==> src/i2cwd_pkg.sv <==
// Shared types and constants for the two-wire bus clock waveform divider.
`timescale 1ns / 1ps
package i2cwd_pkg;

  localparam int unsigned RATE_W = 32;
  localparam int unsigned STEP_W = 5;
  localparam logic [STEP_W-1:0] LAST_STEP = 5'd31;
  localparam logic [RATE_W-1:0] BUS_CLOCK_RESET = 32'd12000000;
  localparam logic [7:0] COUNT_LIMIT = 8'hFF;
  localparam logic [3:0] EXP_LIMIT = 4'h7;

  typedef enum logic [2:0] {
    ST_IDLE,
    ST_DIVIDE,
    ST_SCALE,
    ST_HALVE,
    ST_FINISH
  } state_t;

  typedef struct packed {
    logic load;
    logic div_step;
    logic take_quo;
    logic halve;
    logic finish;
  } dp_cmd_t;

  typedef struct packed {
    logic zero_rate;
    logic div_last;
    logic need_halve;
  } dp_status_t;

endpackage

==> src/i2cwd_dp.sv <==
// Datapath: bus clock register, restoring divider, halving stage and result register.
`timescale 1ns / 1ps
module i2cwd_dp import i2cwd_pkg::*; (
  input  logic              clk,
  input  logic              rst,
  input  logic              cfg_wr,
  input  logic [RATE_W-1:0] cfg_data,
  input  logic [RATE_W-1:0] target_rate_hz,
  input  dp_cmd_t           cmd,
  output dp_status_t        stat,
  output logic              done,
  output logic [6:0]        low_count,
  output logic [7:0]        high_count,
  output logic [2:0]        prescale_exponent,
  output logic [7:0]        start_stop_hold,
  output logic              status
);

  logic [RATE_W-1:0] bus_clock_hz;
  logic [RATE_W-1:0] divisor;
  logic [RATE_W-1:0] rem;
  logic [RATE_W-1:0] quo;
  logic [STEP_W-1:0] step;
  logic [RATE_W-1:0] count;
  logic [3:0]        expo;
  logic [RATE_W:0]   trial;
  logic              err;
  logic [7:0]        cnt8;

  assign trial = {rem, quo[RATE_W-1]} - {1'b0, divisor};
  assign err = (divisor == '0) || (expo > EXP_LIMIT);
  assign cnt8 = count[7:0];

  assign stat.zero_rate = (divisor == '0);
  assign stat.div_last = (step == LAST_STEP);
  assign stat.need_halve = (count[RATE_W-1:8] != '0) && (expo <= EXP_LIMIT);

  always_ff @(posedge clk) begin
    if (rst) begin
      bus_clock_hz <= BUS_CLOCK_RESET;
    end else if (cfg_wr) begin
      bus_clock_hz <= cfg_data;
    end
  end

  always_ff @(posedge clk) begin
    if (cmd.load) begin
      divisor <= target_rate_hz;
      quo <= bus_clock_hz;
      rem <= '0;
      step <= '0;
    end else if (cmd.div_step) begin
      step <= step + 1'b1;
      if (!trial[RATE_W]) begin
        rem <= trial[RATE_W-1:0];
        quo <= {quo[RATE_W-2:0], 1'b1};
      end else begin
        rem <= {rem[RATE_W-2:0], quo[RATE_W-1]};
        quo <= {quo[RATE_W-2:0], 1'b0};
      end
    end
    if (cmd.load) begin
      count <= '0;
      expo <= '0;
    end else if (cmd.take_quo) begin
      count <= {1'b0, quo[RATE_W-1:1]};
    end else if (cmd.halve) begin
      count <= {1'b0, count[RATE_W-1:1]};
      expo <= expo + 1'b1;
    end
  end

  always_ff @(posedge clk) begin
    if (rst) begin
      done <= 1'b0;
    end else begin
      done <= cmd.finish;
    end
  end

  always_ff @(posedge clk) begin
    if (cmd.finish) begin
      status <= err;
      if (err) begin
        low_count <= '0;
        high_count <= '0;
        prescale_exponent <= '0;
        start_stop_hold <= '0;
      end else begin
        low_count <= cnt8[7:1];
        high_count <= cnt8 - {1'b0, cnt8[7:1]};
        prescale_exponent <= expo[2:0];
        start_stop_hold <= cnt8;
      end
    end
  end

endmodule

==> src/i2cwd_ctrl.sv <==
// Controller: sequences load, division, scaling and result capture.
`timescale 1ns / 1ps
module i2cwd_ctrl import i2cwd_pkg::*; (
  input  logic       clk,
  input  logic       rst,
  input  logic       start,
  input  dp_status_t stat,
  output dp_cmd_t    cmd,
  output logic       busy
);

  state_t state;
  state_t state_next;

  always_ff @(posedge clk) begin
    if (rst) begin
      state <= ST_IDLE;
    end else begin
      state <= state_next;
    end
  end

  always_comb begin
    state_next = state;
    case (state)
      ST_IDLE: begin
        if (start) begin
          state_next = ST_DIVIDE;
        end
      end
      ST_DIVIDE: begin
        if (stat.zero_rate) begin
          state_next = ST_FINISH;
        end else if (stat.div_last) begin
          state_next = ST_SCALE;
        end
      end
      ST_SCALE: state_next = ST_HALVE;
      ST_HALVE: begin
        if (!stat.need_halve) begin
          state_next = ST_FINISH;
        end
      end
      ST_FINISH: state_next = ST_IDLE;
      default: state_next = ST_IDLE;
    endcase
  end

  always_comb begin
    cmd = '0;
    busy = 1'b1;
    case (state)
      ST_IDLE: begin
        busy = 1'b0;
        cmd.load = start;
      end
      ST_DIVIDE: cmd.div_step = !stat.zero_rate;
      ST_SCALE: cmd.take_quo = 1'b1;
      ST_HALVE: cmd.halve = stat.need_halve;
      ST_FINISH: cmd.finish = 1'b1;
      default: busy = 1'b1;
    endcase
  end

endmodule

==> src/i2c_clock_waveform_divider_top.sv <==
// Top level of the two-wire bus clock waveform divider.
//
//   channel   signals                              direction
//   command   start, busy, target_rate_hz          in (busy out)
//   result    done, low_count, high_count,         out
//             prescale_exponent, start_stop_hold,
//             status
//   config    cfg_valid, cfg_ready, cfg_data       in (cfg_ready out)
//
// A word passes from start to done through the one-bit-a-cycle 32-step
// restoring divider followed by up to eight one-bit halvings; a zero rate
// skips both. Reset is synchronous and loads the bus clock register with
// 12000000. done is high for one cycle; busy stays high until the result
// is registered, and the receiver cannot stall.
`timescale 1ns / 1ps
module i2c_clock_waveform_divider_top import i2cwd_pkg::*; (
  input  logic              clk,
  input  logic              rst,
  input  logic              start,
  output logic              busy,
  input  logic [RATE_W-1:0] target_rate_hz,
  output logic              done,
  output logic [6:0]        low_count,
  output logic [7:0]        high_count,
  output logic [2:0]        prescale_exponent,
  output logic [7:0]        start_stop_hold,
  output logic              status,
  input  logic              cfg_valid,
  output logic              cfg_ready,
  input  logic [RATE_W-1:0] cfg_data
);

  dp_cmd_t    cmd;
  dp_status_t stat;

  assign cfg_ready = 1'b1;

  i2cwd_ctrl u_ctrl (
    .clk   (clk),
    .rst   (rst),
    .start (start),
    .stat  (stat),
    .cmd   (cmd),
    .busy  (busy)
  );

  i2cwd_dp u_dp (
    .clk               (clk),
    .rst               (rst),
    .cfg_wr            (cfg_valid && cfg_ready),
    .cfg_data          (cfg_data),
    .target_rate_hz    (target_rate_hz),
    .cmd               (cmd),
    .stat              (stat),
    .done              (done),
    .low_count         (low_count),
    .high_count        (high_count),
    .prescale_exponent (prescale_exponent),
    .start_stop_hold   (start_stop_hold),
    .status            (status)
  );

  a_accept_busy: assert property (@(posedge clk) disable iff (rst)
    start && !busy |=> busy)
    else $error("accepted word did not raise busy");

  a_done_after_busy: assert property (@(posedge clk) disable iff (rst)
    done |-> $past(busy))
    else $error("result strobe without preceding work");

  a_phase_sum: assert property (@(posedge clk) disable iff (rst)
    done && !status |-> (high_count + {1'b0, low_count}) == start_stop_hold)
    else $error("phase counts do not add up to hold count");

  a_error_zero: assert property (@(posedge clk) disable iff (rst)
    done && status |-> start_stop_hold == '0 && prescale_exponent == '0)
    else $error("error result carries non-zero settings");

endmodule

==> config.mk <==
export PLATFORM = sky130hd
export DESIGN_NAME = i2c_clock_waveform_divider_top
export DESIGN_NICKNAME = d
export VERILOG_FILES = /design/src/i2cwd_pkg.sv /design/src/i2cwd_dp.sv /design/src/i2cwd_ctrl.sv /design/src/i2c_clock_waveform_divider_top.sv
export SDC_FILE = /design/constraint.sdc
export NUM_CORES = 1
export LEC_CHECK = 0
export ABC_CLOCK_PERIOD_IN_PS = 2600
export BUFFER_PORTS_ARGS = -buffer_cell sky130_fd_sc_hd__buf_2
export CAP_MARGIN = 15
export CORE_MARGIN = 5
export CORE_UTILIZATION = 48
export CTS_BUF_LIST = sky130_fd_sc_hd__clkbuf_16
export DETAILED_ROUTE_END_ITERATION = 10
export PLACE_DENSITY = 0.78
export SYNTH_ARGS = -nofsm -noshare
export SYNTH_HDL_FRONTEND = slang
export SYNTH_SLANG_ARGS = --single-unit
==> constraint.sdc <==
create_clock -name clk -period 2.6 [get_ports clk]
set_input_delay 0.26 -clock clk [delete_from_list [all_inputs] [get_ports clk]]
set_output_delay 0.26 -clock clk [all_outputs]
set_load 0.02 [all_outputs]
==> results.sh <==
export IMPL_insertion_delay_ps=440
export IMPL_worst_slack_ps=-76.9
export IMPL_crit_start="u_dp.divisor[13]"
export IMPL_synth_largest_area_cell="edfxtp_1"
export IMPL_io_pins=98
export IMPL_netlist_area_leader_share_pct=26.7
export IMPL_cts_tree="yes"
export IMPL_async_reset_ff_share_pct=0
export IMPL_cp_arrival_ps=3020
export IMPL_synthSimpleGateAreaFrac_pct=17.8
export IMPL_gp_congestion=0.902
export IMPL_clock_skew_ps=14.1
export IMPL_drive_gt1_share_pct=24.4
export IMPL_power_density_mw_per_mm2=688
export IMPL_p_leak_uw=0.00522
export IMPL_cp_start_kind="flip-flop"
export IMPL_hold_path_class="input pin to flip-flop"
export IMPL_reg2reg_slack_ps=-80
export IMPL_wl_per_cell_um=16.3
export IMPL_fin_area_mm2=0.0122
export IMPL_synth_cell_area_mm2=0.00946
export IMPL_power_total_uw=8370
export IMPL_synth_top_family_by_area="simple AND/OR/NAND/NOR gates"
export IMPL_cap_violations=0
export IMPL_finalCriticalPeriod_ps=2680
export IMPL_ant_nets=0
export IMPL_viasPerCell=5.46
export IMPL_final_util_pct=62.5
export IMPL_die_w_um=150
export IMPL_grt_max_degree=84
export IMPL_area_growth_pct=28.6
export IMPL_synthAdderAreaFrac_pct=5.98
export IMPL_vdd_drop_max_mv=0.507
export IMPL_ys_seq_area_share_pct=49.5
export IMPL_avgSynthCellArea_um2=9.61
export IMPL_path_depth=13
export IMPL_grt_antenna_before_repair=1
export IMPL_rsz0062_at_grt="true"
export IMPL_grtUsageTotal_pct=19.5
export IMPL_crit_buf_inv=4
export IMPL_finalMaxSlewViolations=0
export IMPL_synthFlopType="dfxtp_1"
export IMPL_crit_end="u_dp.rem[16]"
export IMPL_syn_inst=985
export IMPL_setup_viol=28
export IMPL_final_net_count=1273
export IMPL_coreArea_mm2=0.0195
export IMPL_cp_cell_sequence="inv_1, ha_1, a21oi_1, nand2_1, nor2_2, a21oi_2, a21oi_2, o21ai_2, buf_6, xnor2_4, buf_6, clkbuf_16, o311ai_1"
export IMPL_drt_wl_total_mm=23.5
export IMPL_yosysUniqueCellTypes=56
export IMPL_synth_most_common_cell="nand2_1"
export IMPL_grt_ovfl_total=0
export IMPL_cts_root_buffer="clkbuf_16"
export IMPL_worstMarginPinSlew_ps=938
export IMPL_clkTransAtPathRegs_ps=70
export IMPL_synth_xor_area_share_pct=3.78
export IMPL_io_buffers=96
export IMPL_yosys_top_cells_area="edfxtp_1 (27%), dfxtp_1 (23%), ha_1 (5.6%)"
export IMPL_vias=7857
export IMPL_cts_sinks=192
export IMPL_grt_pass1_vias=7484
export IMPL_endpoint_kind="flip-flop"
export IMPL_fin_setup_tns_ps=-1360
export IMPL_cp_max_fo=8
export IMPL_clock_fmax_ghz=0.374
export IMPL_critical_path_class="flip-flop to flip-flop"
export IMPL_synth_edf_count=84
export IMPL_fp_dieH_um=150
export IMPL_cts_buffer_depth=2
export IMPL_ys_warn_count=0
export IMPL_diodes=0
export IMPL_htreeDepth=4
export IMPL_synth_mux_area_share_pct=4.55
export IMPL_slowest_stage="edfxtp_1"
export IMPL_initial_core_util_pct=48.6
export IMPL_finalHoldViolations=0
export IMPL_drcViolationCount=0
export IMPL_relSlewSlack_pct=37.5
export IMPL_status="finished with violations"
export IMPL_ys_ff_latch=192
export IMPL_regToRegStartpoint="u_dp.divisor[13]"
export IMPL_yosys_top_cells_count="nand2_1 (140), dfxtp_1 (108), nor2_1 (89)"
export IMPL_rows=51
export IMPL_grt_pass1_wl_mm=35.6
export IMPL_cts_buffers=17
export IMPL_critPathMaxStageDelay_ps=420
export IMPL_violations="setup timing"
export IMPL_drt_iter0_drc=524
export IMPL_syn_nets=1097
export IMPL_fin_crit_sh_pct=103
export IMPL_cp_top_family="compound AO/OA/AOI/OAI gates"
export IMPL_placed_cell_area_mm2=0.0106
export IMPL_finalHoldWorstSlack_ps=18.6
export IMPL_firstDrtPassIters=5
export IMPL_r2r_end="u_dp.rem[16]"
export IMPL_required_ps=2940
export IMPL_die_area_mm2=0.0226
export IMPL_rr_worst_depth=13
export IMPL_hpwlAfterDp_mm=15.0
export IMPL_synth_compound_area_share_pct=13.5
logic make-up after synthesis:
kind of cell,count (synthesis)
multiplexers,43
adder cells (fa/ha/maj),44
other,1
AO/OA/AOI/OAI,180
flip-flops,192
AND/OR/NAND/NOR,377
XOR/XNOR,40
buffers and inverters,108
layout make-up:
cell class              instances  area [um^2]
fillers                      1495         7300
multi-input cells             685         4790
flip-flops and latches        192         4680
repair buffers                214         1580
clock buffers                  17          425
well taps                     265          332
inverters                      51          193
clock inverters                15          165
registers in the layout, indices dropped and copies added, names as in the netlist:
signal and count:
u_dp.bus_clock_hz 32, u_dp.quo 32, u_dp.step 5, u_dp.done 1
u_dp.count 31, u_dp.rem 32, u_ctrl.state 3, u_dp.high_count 8
u_dp.start_stop_hold 8, u_dp.prescale_exponent 3, u_dp.status 1, u_dp.expo 4
u_dp.divisor 32
worst register-to-register path: stages, from the launching register on:
cell	delay [ps]
edfxtp_1	420
inv_1	90
ha_1	260
a21oi_1	340
nand2_1	120
nor2_2	150
a21oi_2	80
a21oi_2	200
o21ai_2	80
buf_6	130
xnor2_4	130
buf_6	140
clkbuf_16	170
o311ai_1	270
metal layers:
| metal | share of wire [%] | up-vias | global-route usage [%] |
|---|---|---|---|
| li1 | - | 3862 | - |
| met2 | 49 | 224 | 32.5 |
| met4 | 2.6 | 2 | 6.63 |
| met3 | 5.0 | 54 | 4.33 |
| met5 | 0.055 | - | 0 |
| met1 | 43 | 3715 | 25.0 |
worst min path at each step:
stage | from | end | slack (ps) | depth (start not counted)
2_1_floorplan | target_rate_hz[0] | u_dp.divisor[0] | 360 | 0
3_3_place_gp | target_rate_hz[21] | u_dp.divisor[21] | 440 | 1
3_5_place_dp | target_rate_hz[31] | u_dp.divisor[31] | 440 | 1
4_1_cts | target_rate_hz[15] | u_dp.divisor[15] | 0.9 | 1
5_1_grt | target_rate_hz[6] | u_dp.divisor[6] | 1 | 1
6_report | target_rate_hz[6] | u_dp.divisor[6] | 20 | 1
cell usage in the layout (no fill, tap or decap), drive strengths merged, types with 42 or more instances in the layout:
cell	instances
a21oi	49
nand3	75
buf	184
edfxtp	84
nand2	140
mux2i	43
ha	42
nor2	89
dfxtp	108
inv	60
power breakdown:
group	switching, uW	internal [uW]
clock	1260	1380
sequential	180	3410
combinational	1150	987
total	2590	5780
per-stage QoR:
| stage | cells | setup WS, ps |
|---|---|---|
| 3_5_place_dp | 1358 | -94.3 |
| 3_3_place_gp | 1358 | -16.9 |
| 6_report | 1439 | -76.9 |
| 5_1_grt | 1439 | -165 |
| 2_1_floorplan | 985 | 27.2 |
| 4_1_cts | 1417 | -11.3 |
repair_timing:
action                                 CTS  global route
pin swaps                                3            20
setup buffers                            3            15
gates resized for setup                 15            58
endpoints found under the hold margin   24             2
gates cloned                             0             5
hold buffers                            24             2
setup endpoints to repair               32            33
No activity file was read; power rests on OpenSTA's default activity.
